[src/rtl/dmavg_pkg.sv]
// ----------------------------------------------------------------------------
// dmavg_pkg
// Shared types and constants for the decimated moving-average core.
// ----------------------------------------------------------------------------
package dmavg_pkg;

   localparam int unsigned CSR_IDX_W  = 8;
   localparam int unsigned CSR_DATA_W = 16;
   localparam int unsigned TICK_W     = 16;
   localparam int unsigned LEN_CFG_W  = 7;

   localparam logic [CSR_IDX_W-1:0] REG_SKIP_COUNT    = CSR_IDX_W'(0);
   localparam logic [CSR_IDX_W-1:0] REG_WINDOW_LENGTH = CSR_IDX_W'(1);

   typedef enum logic [2:0] {
      ST_IDLE,
      ST_READ,
      ST_DIVIDE,
      ST_FINISH
   } dmavg_state_type;

endpackage

[src/rtl/dmavg_if.sv]
// ----------------------------------------------------------------------------
// dmavg channel interfaces
// Valid/ready channels for samples, results and register writes.
// ----------------------------------------------------------------------------
interface dmavg_req_if #(parameter int unsigned SAMPLE_BITS = 10);
   logic                   valid;
   logic                   ready;
   logic [SAMPLE_BITS-1:0] sample;

   modport source (output valid, output sample, input ready);
   modport sink   (input valid, input sample, output ready);
endinterface

interface dmavg_rsp_if #(parameter int unsigned SAMPLE_BITS = 10);
   logic                   valid;
   logic                   ready;
   logic                   taken;
   logic [SAMPLE_BITS-1:0] sample_out;
   logic [SAMPLE_BITS-1:0] average;

   modport source (output valid, output taken, output sample_out, output average,
                   input ready);
   modport sink   (input valid, input taken, input sample_out, input average,
                   output ready);
endinterface

interface dmavg_csr_if;
   import dmavg_pkg::*;
   logic                  valid;
   logic                  ready;
   logic [CSR_IDX_W-1:0]  index;
   logic [CSR_DATA_W-1:0] data;

   modport source (output valid, output index, output data, input ready);
   modport sink   (input valid, input index, input data, output ready);
endinterface

[src/rtl/decimated_moving_average_core.sv]
// skipped tick: straight from idle to finish, where the result is registered once the
//   result channel is free; taken tick: ring read, SUM_W restoring divide steps, then finish
// no new transfer is accepted until the core is back in idle, so the serial divider by the
//   window length and result-channel stalls set the taken-tick rate
// synchronous reset clears control, sum and mean; the ring needs no clearing
//   pass as a wrap flag masks entries not yet rewritten
// ----------------------------------------------------------------------------
// decimated_moving_average_core
// Decimates a sample stream and returns the running mean over a ring window.
// ----------------------------------------------------------------------------
module decimated_moving_average_core #(
   parameter int unsigned MAX_WINDOW  = 64,
   parameter int unsigned SAMPLE_BITS = 10
) (
   input  logic        clock,
   input  logic        reset,
   dmavg_req_if.sink   req_chan,
   dmavg_rsp_if.source rsp_chan,
   dmavg_csr_if.sink   csr_chan
);
   import dmavg_pkg::*;

   localparam int unsigned IDX_W = (MAX_WINDOW > 1) ? $clog2(MAX_WINDOW) : 1;
   localparam int unsigned LEN_W = $clog2(MAX_WINDOW + 1);
   localparam int unsigned SUM_W = SAMPLE_BITS + $clog2(MAX_WINDOW + 1);
   localparam int unsigned CNT_W = $clog2(SUM_W + 1);

   dmavg_state_type        state_ff, state_in;
   logic [TICK_W-1:0]      skip_ff, skip_in;
   logic [TICK_W-1:0]      tick_ff, tick_in;
   logic [LEN_W-1:0]       len_ff, len_in;
   logic [IDX_W-1:0]       widx_ff, widx_in;
   logic                   wrap_ff, wrap_in;
   logic [SUM_W-1:0]       sum_ff, sum_in;
   logic [SAMPLE_BITS-1:0] mean_ff, mean_in;
   logic [CNT_W-1:0]       cnt_ff, cnt_in;
   logic                   rsp_valid_ff, rsp_valid_in;

   logic [SAMPLE_BITS-1:0] sample_ff, sample_in;
   logic                   take_ff, take_in;
   logic [LEN_W-1:0]       rem_ff, rem_in;
   logic [SUM_W-1:0]       quo_ff, quo_in;
   logic                   taken_ff, taken_in;
   logic [SAMPLE_BITS-1:0] sample_out_ff, sample_out_in;
   logic [SAMPLE_BITS-1:0] average_ff, average_in;

   logic [SAMPLE_BITS-1:0] win_mem [MAX_WINDOW];
   logic [SAMPLE_BITS-1:0] mem_rd_ff;
   logic                   mem_we;

   logic                   req_xfer;
   logic                   csr_xfer;
   logic [SAMPLE_BITS-1:0] old_entry;
   logic [LEN_W:0]         rem_sh;
   logic                   quo_bit;
   logic [SUM_W-1:0]       quo_nxt;
   logic [LEN_W-1:0]       widx_nxt;
   logic [31:0]            len_req;

   assign req_chan.ready = (state_ff == ST_IDLE);
   assign csr_chan.ready = 1'b1;
   assign req_xfer       = req_chan.valid && req_chan.ready;
   assign csr_xfer       = csr_chan.valid && csr_chan.ready;

   assign rsp_chan.valid      = rsp_valid_ff;
   assign rsp_chan.taken      = taken_ff;
   assign rsp_chan.sample_out = sample_out_ff;
   assign rsp_chan.average    = average_ff;

   // entries not rewritten since the last clear read as zero
   assign old_entry = wrap_ff ? mem_rd_ff : '0;

   // one restoring divide step
   assign rem_sh  = {rem_ff, quo_ff[SUM_W-1]};
   assign quo_bit = (rem_sh >= {1'b0, len_ff});
   assign quo_nxt = {quo_ff[SUM_W-2:0], quo_bit};

   assign widx_nxt = LEN_W'(widx_ff) + LEN_W'(1);
   assign mem_we   = (state_ff == ST_READ);

   always_comb begin
      state_in      = state_ff;
      skip_in       = skip_ff;
      tick_in       = tick_ff;
      len_in        = len_ff;
      widx_in       = widx_ff;
      wrap_in       = wrap_ff;
      sum_in        = sum_ff;
      mean_in       = mean_ff;
      cnt_in        = cnt_ff;
      rsp_valid_in  = rsp_valid_ff;
      sample_in     = sample_ff;
      take_in       = take_ff;
      rem_in        = rem_ff;
      quo_in        = quo_ff;
      taken_in      = taken_ff;
      sample_out_in = sample_out_ff;
      average_in    = average_ff;
      len_req       = 32'(csr_chan.data[LEN_CFG_W-1:0]);

      if (rsp_valid_ff && rsp_chan.ready) begin
         rsp_valid_in = 1'b0;
      end

      case (state_ff)
         ST_IDLE: begin
            if (req_xfer) begin
               sample_in = req_chan.sample;
               if (tick_ff >= skip_ff) begin
                  tick_in  = '0;
                  take_in  = 1'b1;
                  state_in = ST_READ;
               end else begin
                  tick_in  = tick_ff + TICK_W'(1);
                  take_in  = 1'b0;
                  state_in = ST_FINISH;
               end
            end
         end
         ST_READ: begin
            sum_in = sum_ff - SUM_W'(old_entry) + SUM_W'(sample_ff);
            quo_in = sum_ff - SUM_W'(old_entry) + SUM_W'(sample_ff);
            rem_in = '0;
            cnt_in = CNT_W'(SUM_W - 1);
            if (widx_nxt == len_ff) begin
               widx_in = '0;
               wrap_in = 1'b1;
            end else begin
               widx_in = IDX_W'(widx_nxt);
            end
            state_in = ST_DIVIDE;
         end
         ST_DIVIDE: begin
            quo_in = quo_nxt;
            rem_in = quo_bit ? LEN_W'(rem_sh - {1'b0, len_ff}) : LEN_W'(rem_sh);
            cnt_in = cnt_ff - CNT_W'(1);
            if (cnt_ff == '0) begin
               mean_in  = quo_nxt[SAMPLE_BITS-1:0];
               state_in = ST_FINISH;
            end
         end
         ST_FINISH: begin
            if (!rsp_valid_ff || rsp_chan.ready) begin
               rsp_valid_in  = 1'b1;
               taken_in      = take_ff;
               sample_out_in = take_ff ? sample_ff : '0;
               average_in    = mean_ff;
               state_in      = ST_IDLE;
            end
         end
         default: begin
            state_in = ST_IDLE;
         end
      endcase

      if (csr_xfer) begin
         case (csr_chan.index)
            REG_SKIP_COUNT: begin
               skip_in = csr_chan.data[TICK_W-1:0];
               tick_in = '0;
            end
            REG_WINDOW_LENGTH: begin
               if (len_req == 32'd0) begin
                  len_req = 32'd1;
               end
               if (len_req > 32'(MAX_WINDOW)) begin
                  len_req = 32'(MAX_WINDOW);
               end
               len_in  = LEN_W'(len_req);
               widx_in = '0;
               wrap_in = 1'b0;
               sum_in  = '0;
               mean_in = '0;
            end
            default: begin
            end
         endcase
      end
   end

   always_ff @(posedge clock) begin
      if (reset) begin
         state_ff     <= ST_IDLE;
         skip_ff      <= '0;
         tick_ff      <= '0;
         len_ff       <= LEN_W'(1);
         widx_ff      <= '0;
         wrap_ff      <= 1'b0;
         sum_ff       <= '0;
         mean_ff      <= '0;
         cnt_ff       <= '0;
         rsp_valid_ff <= 1'b0;
      end else begin
         state_ff     <= state_in;
         skip_ff      <= skip_in;
         tick_ff      <= tick_in;
         len_ff       <= len_in;
         widx_ff      <= widx_in;
         wrap_ff      <= wrap_in;
         sum_ff       <= sum_in;
         mean_ff      <= mean_in;
         cnt_ff       <= cnt_in;
         rsp_valid_ff <= rsp_valid_in;
      end
   end

   always_ff @(posedge clock) begin
      sample_ff     <= sample_in;
      take_ff       <= take_in;
      rem_ff        <= rem_in;
      quo_ff        <= quo_in;
      taken_ff      <= taken_in;
      sample_out_ff <= sample_out_in;
      average_ff    <= average_in;
   end

   // ring store: read the slot about to be overwritten, write the new sample there next cycle
   always_ff @(posedge clock) begin
      if (mem_we) begin
         win_mem[widx_ff] <= sample_ff;
      end
      mem_rd_ff <= win_mem[widx_ff];
   end

`ifndef SYNTHESIS
   a_widx_in_window: assert property (@(posedge clock) disable iff (reset)
      LEN_W'(widx_ff) < len_ff)
      else $error("ring write index beyond window length");

   a_rem_below_len: assert property (@(posedge clock) disable iff (reset)
      (state_ff == ST_DIVIDE) |-> (rem_ff < len_ff))
      else $error("divider remainder not below window length");

   a_busy_after_xfer: assert property (@(posedge clock) disable iff (reset)
      req_xfer |=> (state_ff != ST_IDLE))
      else $error("core idle right after an input transfer");

   a_skipped_zero: assert property (@(posedge clock) disable iff (reset)
      (rsp_valid_ff && !taken_ff) |-> (sample_out_ff == '0))
      else $error("skipped tick carries a non-zero sample");
`endif

endmodule

[src/flat_wrapper.sv]
// flat-port wrapper written by rule: the top's interface ports become plain ports
module decimated_moving_average_core_flat import dmavg_pkg::*;
#(
   parameter int unsigned MAX_WINDOW  = 64,
   parameter int unsigned SAMPLE_BITS = 10
)
  (clock, reset, req_chan_valid, req_chan_sample, req_chan_ready, rsp_chan_valid, rsp_chan_taken, rsp_chan_sample_out, rsp_chan_average, rsp_chan_ready, csr_chan_valid, csr_chan_index, csr_chan_data, csr_chan_ready);
  dmavg_req_if #(.SAMPLE_BITS(SAMPLE_BITS)) req_chan_i ();
  dmavg_rsp_if #(.SAMPLE_BITS(SAMPLE_BITS)) rsp_chan_i ();
  dmavg_csr_if csr_chan_i ();
  input  logic clock;
  input  logic reset;
  input wire logic [$bits(req_chan_i.valid)-1:0] req_chan_valid;
  input wire logic [$bits(req_chan_i.sample)-1:0] req_chan_sample;
  output wire logic [$bits(req_chan_i.ready)-1:0] req_chan_ready;
  output wire logic [$bits(rsp_chan_i.valid)-1:0] rsp_chan_valid;
  output wire logic [$bits(rsp_chan_i.taken)-1:0] rsp_chan_taken;
  output wire logic [$bits(rsp_chan_i.sample_out)-1:0] rsp_chan_sample_out;
  output wire logic [$bits(rsp_chan_i.average)-1:0] rsp_chan_average;
  input wire logic [$bits(rsp_chan_i.ready)-1:0] rsp_chan_ready;
  input wire logic [$bits(csr_chan_i.valid)-1:0] csr_chan_valid;
  input wire logic [$bits(csr_chan_i.index)-1:0] csr_chan_index;
  input wire logic [$bits(csr_chan_i.data)-1:0] csr_chan_data;
  output wire logic [$bits(csr_chan_i.ready)-1:0] csr_chan_ready;
  assign req_chan_i.valid = req_chan_valid;
  assign req_chan_i.sample = req_chan_sample;
  assign req_chan_ready = req_chan_i.ready;
  assign rsp_chan_valid = rsp_chan_i.valid;
  assign rsp_chan_taken = rsp_chan_i.taken;
  assign rsp_chan_sample_out = rsp_chan_i.sample_out;
  assign rsp_chan_average = rsp_chan_i.average;
  assign rsp_chan_i.ready = rsp_chan_ready;
  assign csr_chan_i.valid = csr_chan_valid;
  assign csr_chan_i.index = csr_chan_index;
  assign csr_chan_i.data = csr_chan_data;
  assign csr_chan_ready = csr_chan_i.ready;
  decimated_moving_average_core #(.MAX_WINDOW(MAX_WINDOW), .SAMPLE_BITS(SAMPLE_BITS)) u_core (.clock(clock), .reset(reset), .req_chan(req_chan_i), .rsp_chan(rsp_chan_i), .csr_chan(csr_chan_i));
endmodule
[config.mk]
export PLATFORM = sky130hd
export DESIGN_NAME = decimated_moving_average_core_flat
export DESIGN_NICKNAME = d
export VERILOG_FILES = /design/src/rtl/dmavg_pkg.sv /design/src/rtl/dmavg_if.sv /design/src/rtl/decimated_moving_average_core.sv /design/src/flat_wrapper.sv
export SDC_FILE = /design/constraint.sdc
export NUM_CORES = 1
export LEC_CHECK = 0
export ABC_CLOCK_PERIOD_IN_PS = 4600
export BUFFER_PORTS_ARGS = -buffer_cell sky130_fd_sc_hd__buf_4
export CAP_MARGIN = 10
export CORE_MARGIN = 3
export CORE_UTILIZATION = 40
export CTS_CLUSTER_DIAMETER = 100
export DETAILED_ROUTE_END_ITERATION = 8
export HOLD_SLACK_MARGIN = 0.15
export PLACE_DENSITY = 0.62
export REMOVE_ABC_BUFFERS = 1
export SLEW_MARGIN = 20
export SYNTH_ARGS = -nofsm -noshare
export SYNTH_HDL_FRONTEND = slang
export SYNTH_SLANG_ARGS = --single-unit
[constraint.sdc]
create_clock -name clock -period 4.6 [get_ports clock]
set_input_delay 1.15 -clock clock [delete_from_list [all_inputs] [get_ports clock]]
set_output_delay 1.15 -clock clock [all_outputs]
set_load 0.02 [all_outputs]
* Yosys cells after proc, flatten, opt, wreduce, memory -nomap -nowiden
Memories as Yosys holds them, arrays and structs flattened. A register that Yosys moved wholly into a read port is not among the register bits. Cells that the tools add are included.
Word-level totals: bits in registers 138, bits in writable memories 640, input port bits 39, output and inout port bits 24, logic and storage cells 89, memories kept 1
Cells by class: $add $sub $neg 6, order comparisons 3, equal/unequal tests 8, muxes and demuxes 40, reduce and logical (&&, ||, !) cells 14
Memory list:
- u_core.win_mem | depth 64, bits a word 10, read ports 1, clocked after Yosys merged registers in 1, write ports 1, line decimated_moving_average_core.sv:47 | logic [SAMPLE_BITS-1:0] win_mem [MAX_WINDOW];
Operators with widths (number):
- 16-bit 2-to-1 mux | 5
- 32-bit 2-to-1 mux | 2
- 17-bit 2-to-1 mux | 3
- 10-bit 2-to-1 mux | 5
- 17-bit case mux with 2 select lines | 1
- 32-bit by 7-bit greater-than comparator with 1-bit output, second input constant | 1
- 6-bit 2-to-1 mux | 4
- 7-bit 2-to-1 mux | 3
- 17-bit by 10-bit adder with 17-bit output | 1
- 17-bit by 10-bit subtractor with 17-bit output | 1
- 16-bit by 1-bit adder with 16-bit output, second input constant | 1
- 16-bit greater-or-equal comparator | 1
- 7-bit case mux with 2 select lines | 1
- 3-bit case mux with 4 select lines | 1
- 1-bit 2-to-1 mux | 10
- 5-bit case mux with 2 select lines | 1
- 3-bit 2-to-1 mux | 3
- 8-bit by 1-bit == test with 1-bit output, second input constant | 1
- 8-bit by 7-bit greater-or-equal comparator with 1-bit output | 1
- 8-bit zero test | 1
- 2-bit AND reduction | 4
- 6-bit by 1-bit adder with 7-bit output, second input constant | 1
- 7-bit == test | 1
- 7-bit zero test | 1
- 14 further kinds | 17

* Logic depth before layout (Yosys ltp)
Gate-level depths: netlist of run 1.
word-level depth 6, depth in mapped cells 13, gate-level depth less buffers 12

* Least setup slack after synthesis of run 1
No wires, ideal clock.
path kind register to register, from register u_core.sample_ff[9], to register u_core.quo_ff[15] (data pin), library setup time 0.260 ns, data arrival time 3.286 ns, data required time 4.340 ns, path slack 1.054 ns, stages on the path, launching flop included 12, buffers on the path 1, clock period less this slack 3.546 ns, cell sequence edfxtp_1 inv_1 fa_1 inv_1 ha_1 buf_2 nand2_1 a2111oi_0 o21ai_0 a21boi_0 xor2_1 mux2_2
Between the ends: longest elaborated chain between the ends 2
Ends and longest elaborated chain:
- start, declared | line decimated_moving_average_core.sv:39 | logic [SAMPLE_BITS-1:0] sample_ff, sample_in;
- start signal, assigned | line decimated_moving_average_core.sv:208 | sample_ff <= sample_in;
- 17-bit by 10-bit adder with 17-bit output | line decimated_moving_average_core.sv:122 | quo_in = sum_ff - SUM_W'(old_entry) + SUM_W'(sample_ff);
- 17-bit case mux with 2 select lines | line decimated_moving_average_core.sv:105 | case (state_ff)
- via u_core.quo_in[15] | line decimated_moving_average_core.sv:42 | logic [SUM_W-1:0] quo_ff, quo_in;
- end signal, assigned | line decimated_moving_average_core.sv:211 | quo_ff <= quo_in;
- end, declared | line decimated_moving_average_core.sv:42
The timed path passes the listed nets, and every way through them passes these cells. A chain may end at the register's enable or synchronous reset.

* Worst setup path in the final report of run 1
from register u_core.widx_ff[1], to memory u_core.win_mem[4][7] (enable)
RTL lines:
- start, declared | line decimated_moving_average_core.sv:32 | logic [IDX_W-1:0] widx_ff, widx_in;
- start signal, assigned | line decimated_moving_average_core.sv:198 | widx_ff <= widx_in;
- end, declared | line decimated_moving_average_core.sv:47
No word-level cell before the write port.

==> results.md, run 1 <==
- P_sw: 6360 uW
- Post-detailed-route count of antenna-violating nets: 0
- Root buffer cell: clkbuf_16
- Initial Utilization: 40.5%
- Tmin final: 3.51 ns
- Post-route cell area: around 37,000 um2
- Buffers on Ports: 61
- Synth area leaders: edfxtp_1 (64%), dfxtp_1 (5.6%), mux4_2 (3.7%), mux2i_1 (3.4%), nor2_1 (2.1%)
- Post-synth EDFFs: 696
- Vias: 19,640
- Clk sinks: 787
- DRT Pass-1 Iters: 8
- Resize count post-CTS: 0
- Final Net Count: 2,379
- H-tree lvl count: 3
- Die height: roughly 290 um
- Area growth from synthesis to layout: 14.1%
- Seq pwr share: 43.4%
- Post-synth top area share: between 60 and 70%
- Setup violators final: 0
- Post-CTS Setup Repair Bufs: 0
- Final worst setup slack: 1.09 ns
- Ant diodes: 0
- CTS tree: yes
- Post-Layout Cell Count: 3,407
- CP endpoint kind: flip-flop
- FFs w/ async S/R, synth: 0%
- # DRC: 0
- Max FO, Critical Path: 42
- Measured slew at the worst slew-check pin: between 1 and 1.5 ns
- # hold bufs at CTS: 0
- Chip Width: 292 um
- Final count of hold timing violations: 0
- CP Launch Type: flip-flop
- PwrDens: 550 nW/um2
- DRT Wirelength: 86,000 um
- Max-cap violation count: 0
- Clock buffer count from CTS: 81
- Slew Viols, Final: 0
- First-pass GRT wire length: 128,000 um
- Initial antenna violation count: 3
- Synth warn: 0
- Clk_lat worst skew: 0.64 ns
- Post-DP HPWL: 52,700 um
- Final setup skew: between 0.02 and 0.03 ns
- CP required: 4.84 ns
- Internal power: 14,200 uW
- Post-place setup slack: 1.22 ns
- Combinational fraction of design power: 25.1%
- Vias per inst: 5.76
- CORE AREA: 80,800 um2
- Largest net degree at the start of global routing: 66
- Clock Power Share: 31.5%
- Mapped Cells: 2,148
- Cell Area, Synth: 32,700 um2
- Layout Utilization: 46.2%
- Most used DFF post-synth: edfxtp_1
- Sequential share of the synthesized area: 69.4%
- Switch share: 31.0%
- Final worst path period share: 76.2%
- Worst EP arrival: 3.75 ns
- Iter 0 DRT Violations: ~2,100
- RSZ-0062 raised after global routing: no
- WL per Instance: between 20 and 30 um
- Worst IR Drop VDD: 0.283 mV
- Worst slew margin: a little under a quarter
- Worst-case clock buffer depth: 3
- Worst-path clk slew: 0.06 ns
- Synth cell types: 87
- Hold Crit Class: flip-flop to flip-flop
- Placer congestion estimate: around 0.87
- Status: finished clean
- Total grt overflow: 0
- Worst R2R Setup Slack: 1.09 ns
- Core Rows: 104
- Most frequent cells in the layout: edfxtp_1 (696), nor2_1 (176), buf_4 (165), mux2i_1 (112), nand2_1 (97)
- Most common cell after layout, fill and taps aside: edfxtp_1
- Avg Cell Area, Syn: 15.2 um2
- Layout cells sized above 1: between 10% and 20%
- DIE AREA: 85,300 um2
- Placed cells: approximately 3,300
- WS Path Type: flip-flop to flip-flop
- Yosys reg bits: about 800
- Ports: 63
- Placed cell areas: approximately 35,000 um2
- Total Routing Usage GR: around a fifth
- FMAX: between 0.2 and 0.3 GHz
- Number of global-route vias before repair: 19,687
- P_leak: 0.0124 uW
- Yosys top cell by area: edfxtp_1
[logic make-up (layout without fill, tap and decap cells)]
family	Yosys count	count (layout)	synth area share [%]
muxes	211	211	9.12
AOI/OAI and AO/OA	415	415	8.89
DFF	787	787	69.4
other	1	1	0.0115
xor gates and xnor gates	31	31	0.852
buffers and inverters	207	406	3.02
and+or+nand+nor	438	438	6.25
adders and majority gates	58	58	2.47
[cell usage after synthesis (8+ instances only)]
cell      count
a211oi_1      8
a21o_1        9
a21oi_1      83
a221o_1       9
a221oi_1     50
a22o_1       19
a22oi_1      37
a31oi_1       9
and2_1       30
buf_2        32
buf_4        14
buf_6        12
clkbuf_1     47
dfxtp_1      91
edfxtp_1    696
fa_1         11
ha_1         47
inv_1        89
mux2_2       33
mux2i_1     112
mux4_1        9
mux4_2       54
nand2_1      97
nand3_1      32
nand4_1      14
nor2_1      180
nor2b_1      12
nor3_1       15
o211ai_1     10
o21a_1        9
o21ai_0      64
o22ai_1      32
or3_1         9
xnor2_1      13
xor2_1       17
[flip-flops by register name, indices dropped and copies added, names as in the netlist, 2 cells and up]
name                        cells
u_core.sum_ff                  17
u_core.rsp_chan.average        10
u_core.mean_ff                 10
u_core.rem_ff                   7
u_core.skip_ff                 16
u_core.state_ff                 2
u_core.widx_ff                  6
u_core.quo_ff                  17
u_core.win_mem                640
u_core.cnt_ff                   5
u_core.sample_ff               10
u_core.rsp_chan.sample_out     10
u_core.tick_ff                 16
u_core.len_ff                   7
u_core.mem_rd_ff               10
[layout make-up]
cell class / instances / area [um2]
Fill cell: 6906 / 43500
Sequential cell: 787 / 22700
Clock inverter: 42 / 395
Tap cell: 1060 / 1330
Inverter: 91 / 342
Multi-Input combinational cell: 1154 / 9060
Timing Repair Buffer: 167 / 1280
Clock buffer: 106 / 2210
[per-layer routing]
layer | routed length (um) | vias to the layer above | track usage [%]
met3 | 7260 | 176 | 3.75
li1 | - | 8637 | -
met1 | 34800 | 9894 | 27.0
met5 | 13 | - | 0
met2 | 41200 | 931 | 32.7
met4 | 2690 | 2 | 6.42
[stage by stage]
step | power [uW] | hold WS, ns | setup TNS, ns
finish | 20500 | 0.434 | 0
global placement | 14000 | 0.423 | 0
CTS | 20600 | 0.436 | 0
detailed placement | 14200 | 0.418 | 0
floorplan | 12500 | 0.408 | -1411.70
global route | 21400 | 0.444 | 0
[power groups by stage]
stage	Combinational (uW)	Clock, uW	Sequential, uW
2_1_floorplan	3220	0	9290
5_1_grt	5600	6880	8950
3_5_place_dp	5100	0	9070
3_3_place_gp	4970	0	9050
4_1_cts	5130	6580	8910
6_report	5160	6470	8920
[worst max-delay path, cell delays in order, from the launching register on]
cell and delay [ns]:
dfxtp_4 0.57, nor2_2 0.68, nand3_1 0.80, nor2_1 1.06
[final timing paths]
kind / from / to / cells after the start
hold reg to reg: u_core.mean_ff[8] / u_core.rsp_chan.average[8] / 0
hold / removal: u_core.mean_ff[8] / u_core.rsp_chan.average[8] / 0
setup / recovery: u_core.widx_ff[1] / u_core.win_mem[4][7] / 3
setup reg to reg: u_core.widx_ff[1] / u_core.win_mem[4][7] / 3
(Power assumes the default switching activity.)
==> run 2: changes to the inputs <==
--- a/config.mk
+++ b/config.mk
@@ -5,7 +5,8 @@
 export SDC_FILE = /design/constraint.sdc
 export NUM_CORES = 1
 export LEC_CHECK = 0
-export ABC_CLOCK_PERIOD_IN_PS = 4600
+export ABC_AREA = 1
+export ABC_CLOCK_PERIOD_IN_PS = 3100
 export BUFFER_PORTS_ARGS = -buffer_cell sky130_fd_sc_hd__buf_4
 export CAP_MARGIN = 10
 export CORE_MARGIN = 3
@@ -13,7 +14,7 @@
 export CTS_CLUSTER_DIAMETER = 100
 export DETAILED_ROUTE_END_ITERATION = 8
 export HOLD_SLACK_MARGIN = 0.15
-export PLACE_DENSITY = 0.62
+export PLACE_DENSITY = 0.64
 export REMOVE_ABC_BUFFERS = 1
 export SLEW_MARGIN = 20
 export SYNTH_ARGS = -nofsm -noshare
==> constraint.sdc (replaced) <==
create_clock -name clock -period 3.1 [get_ports clock]
set_input_delay 0.775 -clock clock [delete_from_list [all_inputs] [get_ports clock]]
set_output_delay 0.775 -clock clock [all_outputs]
set_load 0.02 [all_outputs]
==> results.md, run 2 <==
- Sequential share of the synthesized area: 71.0%
- Most flops, register: u_core.win_mem
- Most used DFF post-synth: edfxtp_1
- Setup violators final: 0
- Crit-path max cell delay: 0.54 ns
- DRT Pass-1 Iters: 6
- R2r startpoint: u_core.wrap_ff
- CP Launch Type: flip-flop
- RR Endpoint: u_core.quo_ff[10]
- Die height: 289 um
- P_leak: roughly 0.014 uW
- Synth area leaders: edfxtp_1 (65%), nand2_1 (8.6%), dfxtp_1 (5.7%), inv_1 (2.6%), nand4_1 (2.1%)
- WL per Instance: approximately 20 um
- Most frequent cells after synthesis: nand2_1 (732), edfxtp_1 (696), inv_1 (221)
- CP endpoint kind: flip-flop
- Avg Cell Area, Syn: 11.8 um2
- Worst IR Drop VDD: 0.481 mV
- Largest regs: u_core.win_mem: 640 flops, u_core.quo_ff: 17 flops, u_core.sum_ff: 17 flops
- Crit. Startpoint: u_core.wrap_ff
- Placed cells: about 3,900
- Post-detailed-route count of antenna-violating nets: 0
- Most used cell, CP: nand2_1
- Most frequent cells in the layout: nand2_1 (732), edfxtp_1 (696), inv_1 (221), buf_4 (211), nor2_1 (165)
- Iter 0 DRT Violations: 1,737
- First-pass GRT wire length: 123,000 um
- # hold bufs at CTS: 0
- Worst slew margin: 46.6%
- WS Path Type: flip-flop to flip-flop
- Hold path cells: 1
- Initial Utilization: 40.5%
- FMAX: between 0.3 and 0.4 GHz
- Buffers on Ports: 61
- PwrDens: around 860 nW/um2
- Vias: 20,827
- Max FFs per register: 640
- Placed cell areas: 34,600 um2
- Post-route cell area: 37,100 um2
- Final setup skew: roughly 0.020 ns
- Post-CTS Setup Repair Bufs: 0
- FFs w/ async S/R, synth: 0%
- # DRC: 0
- Synth cell types: 46
- Max-cap violation count: 0
- Worst-case clock buffer depth: 3
- Ports: 63
- H-tree lvl count: 3
- Placer congestion estimate: 0.866
- Most Used Layer, Global Route: met2
- Total grt overflow: 0
- Final Net Count: 3,000
- Reg2reg path depth: 11
- Met1 GRT Util: 26.1%
- Number of global-route vias before repair: between 20,000 and 25,000
- Setup tns final: 0 ns
- Root buffer cell: clkbuf_16
- Mapped Cells: 2,707
- Chip Width: slightly below 300 um
- CTS tree: yes
- DIE AREA: approximately 83,000 um2
- Crit-path cells: nand2_1, inv_1, fa_1, fa_1, nand3b_1, nand2_1, a21o_1, nand2_1, nand2_1, xnor2_1, o21ai_0
- Met2 Usage GRT: around 33%
- Area growth from synthesis to layout: 15.8%
- Final count of hold timing violations: 0
- Resize count post-CTS: 0
- Post-synth EDFFs: about 700
- Most frequent cell after synthesis: nand2_1
- Clk_lat worst skew: about 0.63 ns
- Core Rows: around 100
- Most common cell after layout, fill and taps aside: nand2_1
- Met3 Usage GRT: 2.93%
- Hold WS: 0.323 ns
- Post-Layout Cell Count: ~4,000
- Max FO, Critical Path: 11
- CP max-delay cell: dfxtp_1
- Synth warn: 0
- Layout Utilization: 46.8%
- Slew Viols, Final: 0
- CORE AREA: between 70,000 and 80,000 um2
- Clk sinks: between 700 and 800
- Clock buffer count from CTS: 81
- Post-synth top area share: 65.3%
- Yosys reg bits: 787
- Hold Crit Class: input pin to flip-flop
- Top cell family by delay on the critical path: adder cells
- RSZ-0062 raised after global routing: no
- Tmin final: approximately 2.8 ns
- DRT Wirelength: slightly above 80,000 um
- Layout cells sized above 1: 11.9%
- Worst path bufs/invs: 1
- Status: finished clean
- Ant diodes: 0
- Yosys top cell by area: edfxtp_1
- Worst EP arrival: 3.13 ns
- Cell Area, Synth: 32,000 um2
- Final worst path period share: 89.2%
- Initial antenna violation count: 0
- Post-DP HPWL: 51,200 um
- Min-Delay Endpoint: u_core.sample_ff[0]
- Vias per inst: between 5 and 6
- Total Routing Usage GR: 19.6%
- Largest net degree at the start of global routing: 66
- Worst R2R Setup Slack: 0.34 ns
- CP required: 3.47 ns
- Worst-path clk slew: 0.06 ns
- Measured slew at the worst slew-check pin: 0.801 ns
- Worst Hold Launch: req_chan_sample[0]
==> run 2: cell count changes after synthesis, moves of 29 or more <==
cell,change
a22oi_1,+39
inv_1,+132
mux2_2,-33
mux4_2,-54
o21ai_0,+40
nand2_1,+635
o22ai_1,-29
nand4_1,+91
mux2i_1,-112
a221oi_1,-50
nand3_1,+85
==> run 2: through the flow <==
step / setup WS (ns) / total power [uW]
finish: 0.336 / 31900
global route: 0.0889 / 33600
CTS: 0.248 / 32100
detailed placement: 0.257 / 23100
global placement: 0.245 / 23000
floorplan: -0.490 / 19300
==> run 2: logic make-up (layout without fill, tap and decap cells) <==
| group | Yosys count | in the layout | synth area share, % |
|---|---|---|---|
| other | 1 | 1 | 0.0117 |
| adder cells (fa/ha/maj) | 58 | 58 | 2.52 |
| XOR/XNOR | 31 | 31 | 0.871 |
| AO/OA/AOI/OAI | 335 | 335 | 6.11 |
| flip-flops | 787 | 787 | 71.0 |
| AND/OR/NAND/NOR | 1159 | 1159 | 15.3 |
| buffers and inverters | 336 | 599 | 4.23 |
==> run 2: layout make-up <==
cell class / count / area [um2]
Fill cell: 6986 / 42100
Sequential cell: 787 / 22700
Multi-Input combinational cell: 1584 / 7960
Clock buffer: 108 / 2170
Timing Repair Buffer: 219 / 1740
Tap cell: 1050 / 1310
Inverter: 230 / 863
Clock inverter: 42 / 290
==> run 2: worst max-delay path by stage <==
stage	endpoint	cells past startpoint
6_report	u_core.quo_ff[10]	11
4_1_cts	u_core.quo_ff[11]	11
3_5_place_dp	u_core.quo_ff[11]	11
5_1_grt	u_core.sum_ff[8]	15
3_3_place_gp	u_core.quo_ff[15]	11
2_1_floorplan	u_core.win_mem[14][0]	4
==> run 2: per-layer routing <==
layer,vias up,part of all wire (%)
met5,-,0
met4,0,2.8
met3,126,6.9
met2,726,48
met1,10112,42
li1,9863,-
==> run 2: power by group <==
part	switching, uW	internal [uW]	total, uW
clock network	4010	5050	9050
logic	6650	2930	9580
registers	337	12900	13300
==> run 3: changes to the inputs <==
--- a/config.mk
+++ b/config.mk
@@ -9,12 +9,14 @@
 export ABC_CLOCK_PERIOD_IN_PS = 3100
 export BUFFER_PORTS_ARGS = -buffer_cell sky130_fd_sc_hd__buf_4
 export CAP_MARGIN = 10
+export CELL_PAD_IN_SITES_DETAIL_PLACEMENT = 0
+export CELL_PAD_IN_SITES_GLOBAL_PLACEMENT = 1
 export CORE_MARGIN = 3
 export CORE_UTILIZATION = 40
 export CTS_CLUSTER_DIAMETER = 100
 export DETAILED_ROUTE_END_ITERATION = 8
 export HOLD_SLACK_MARGIN = 0.15
-export PLACE_DENSITY = 0.64
+export PLACE_DENSITY_LB_ADDON = 0.25
 export REMOVE_ABC_BUFFERS = 1
 export SLEW_MARGIN = 20
 export SYNTH_ARGS = -nofsm -noshare
==> constraint.sdc (replaced) <==
create_clock -name clock -period 3.1 [get_ports clock]
set_input_delay 0.62 -clock clock [delete_from_list [all_inputs] [get_ports clock]]
set_output_delay 0.62 -clock clock [all_outputs]
set_load 0.02 [all_outputs]
==> results.md, run 3 (synthesis results as in run 2) <==
- Worst Hold Launch: req_chan_sample[2]
- Status: finished clean
- Ports: 63
- Die height: between 200 and 300 um
- Most frequent cells in the layout: nand2_1 (732), edfxtp_1 (696), inv_1 (221), buf_4 (200), nor2_1 (165)
- P_leak: 0.0137 uW
- FMAX: 0.354 GHz
- Largest regs: u_core.win_mem: 640 flops, u_core.quo_ff: 17 flops, u_core.sum_ff: 17 flops
- P_sw: roughly 11,000 uW
- CP max-delay cell: fa_1
- Final Net Count: 2,999
- DIE AREA: 83,500 um2
- Clock Power Share: between 20% and 30%
- Ant diodes: 0
- Seq pwr share: 40.4%
- First-pass GRT wire length: 131,000 um
- WS Path Type: flip-flop to flip-flop
- Buffers on Ports: 61
- Worst slew margin: 28.6%
- Max FFs per register: 640
- Hold Crit Class: input pin to flip-flop
- Post-detailed-route count of antenna-violating nets: 0
- Final count of hold timing violations: 0
- CTS tree: yes
- Initial antenna violation count: 1
- Top cell family by delay on the critical path: adder cells
- CP endpoint kind: flip-flop
- Vias: 21,088
- Most used cell, CP: nand3_1
- Crit-path max cell delay: approximately 0.60 ns
- Max-cap violation count: 0
- CP required: around 3.5 ns
- Largest net degree at the start of global routing: 66
- Worst-path clk slew: 0.06 ns
- WL per Instance: 21.9 um
- Setup violators final: 0
- Final Power: 32,900 uW
- Number of global-route vias before repair: about 21,000
- Vias per inst: 5.25
- Worst-case clock buffer depth: 3
- Worst EP arrival: 3.19 ns
- # DRC: 0
- Combinational fraction of design power: 30.0%
- PwrDens: 881 nW/um2
- Slew Viols, Final: 0
- Initial Utilization: 40.5%
- Placed cell areas: ~35,000 um2
- R2r startpoint: u_core.wrap_ff
- Max FO, Critical Path: 11
- Worst path bufs/invs: 2
- Iter 0 DRT Violations: 1,900
- Crit. Startpoint: u_core.wrap_ff
- Post-DP HPWL: 54,400 um
- Core Rows: 103
- Setup tns final: 0 ns
- Total grt overflow: 0
- CORE AREA: 79,100 um2
- RSZ-0062 raised after global routing: no
- Most flops, register: u_core.win_mem
- Placer congestion estimate: 0.834
- Crit-path cells: nand2_1, inv_1, fa_1, inv_1, ha_1, nand3_1, and2_1, o21ai_0, nand3_1, nand3_1, a31oi_1
- Worst IR Drop VDD: 0.740 mV
- H-tree lvl count: 3
- CP Launch Type: flip-flop
- Most common cell after layout, fill and taps aside: nand2_1
- DRT Pass-1 Iters: 6
- Final setup skew: 0.0249 ns
- Internal power: about 22,000 uW
- Clock buffer count from CTS: 82
- Total Routing Usage GR: 21.1%
- Tmin final: 2.82 ns
- Final worst path period share: between 90 and 100%
- Layout cells sized above 1: 12.0%
- Measured slew at the worst slew-check pin: between 1 and 1.5 ns
- Area growth from synthesis to layout: 16.6%
- Clk_lat worst skew: 0.63 ns
- Root buffer cell: clkbuf_16
- Post-route cell area: about 37,000 um2
- Post-CTS Setup Repair Bufs: 0
- DRT Wirelength: a little under 90,000 um
- Switch share: 34.4%
- Chip Width: 289 um
- Clk sinks: 787
-- run 3: changes by cell type in the layout (fill, tap and decap cells not counted), sizes merged --
cell	change
clkbuf	+6
clkinv	-6
buf	-5
bufinv	+4
clkinvlp	-5
inv	-1
dlygate4sd3	+3
-- run 3: layer usage --
layer	global-route usage, %	vias up	share of wire [%]
li1	-	9843	-
met1	29.5	10564	45
met2	34.8	562	48
met3	2.86	119	5.5
met4	5.41	0	2.0
met5	0	-	0
-- run 3: worst paths after layout --
kind,end,slack [ns],depth (start not counted)
worst min register to register,u_core.rsp_chan.average[4],0.43,0
worst max-delay path,u_core.quo_ff[13],0.28,11
worst max register to register,u_core.quo_ff[13],0.28,11
worst min-delay path,u_core.sample_ff[2],0.19,1
-- run 3: timing repair --
item                                    4_1_cts  5_1_grt
endpoints found under the setup margin        0        2
resized for setup                             0        1
hold buffers                                  3        0
hold endpoints to repair                      3        0
-- run 3: final cells by class --
class | instances | area, um2
Clock buffer | 114 | 2310
Clock inverter | 34 | 345
Fill cell | 7121 | 41800
Inverter | 230 | 863
Multi-Input combinational cell | 1584 | 7960
Sequential cell | 787 | 22700
Tap cell | 1050 | 1310
Timing Repair Buffer | 217 | 1810
-- run 3: power groups by stage --
stage	combinational (uW)	sequential, uW	clock (uW)
2_1_floorplan	5560	13800	0
3_3_place_gp	9770	13500	0
3_5_place_dp	9900	13500	0
4_1_cts	9930	13300	9890
5_1_grt	11000	13400	10300
6_report	9880	13300	9710
-- run 3: stage by stage --
step	instances	hold slack [ns]	worst slack (ns)	utilization, %
after floorplan	2601	0.408	-0.490	-
after global placement	3865	0.429	0.277	43.8
after detailed placement	3865	0.424	0.251	43.8
after CTS	4016	0.155	0.248	47.2
after global routing	4016	0.164	0.0371	47.2
final	4016	0.186	0.278	47.2
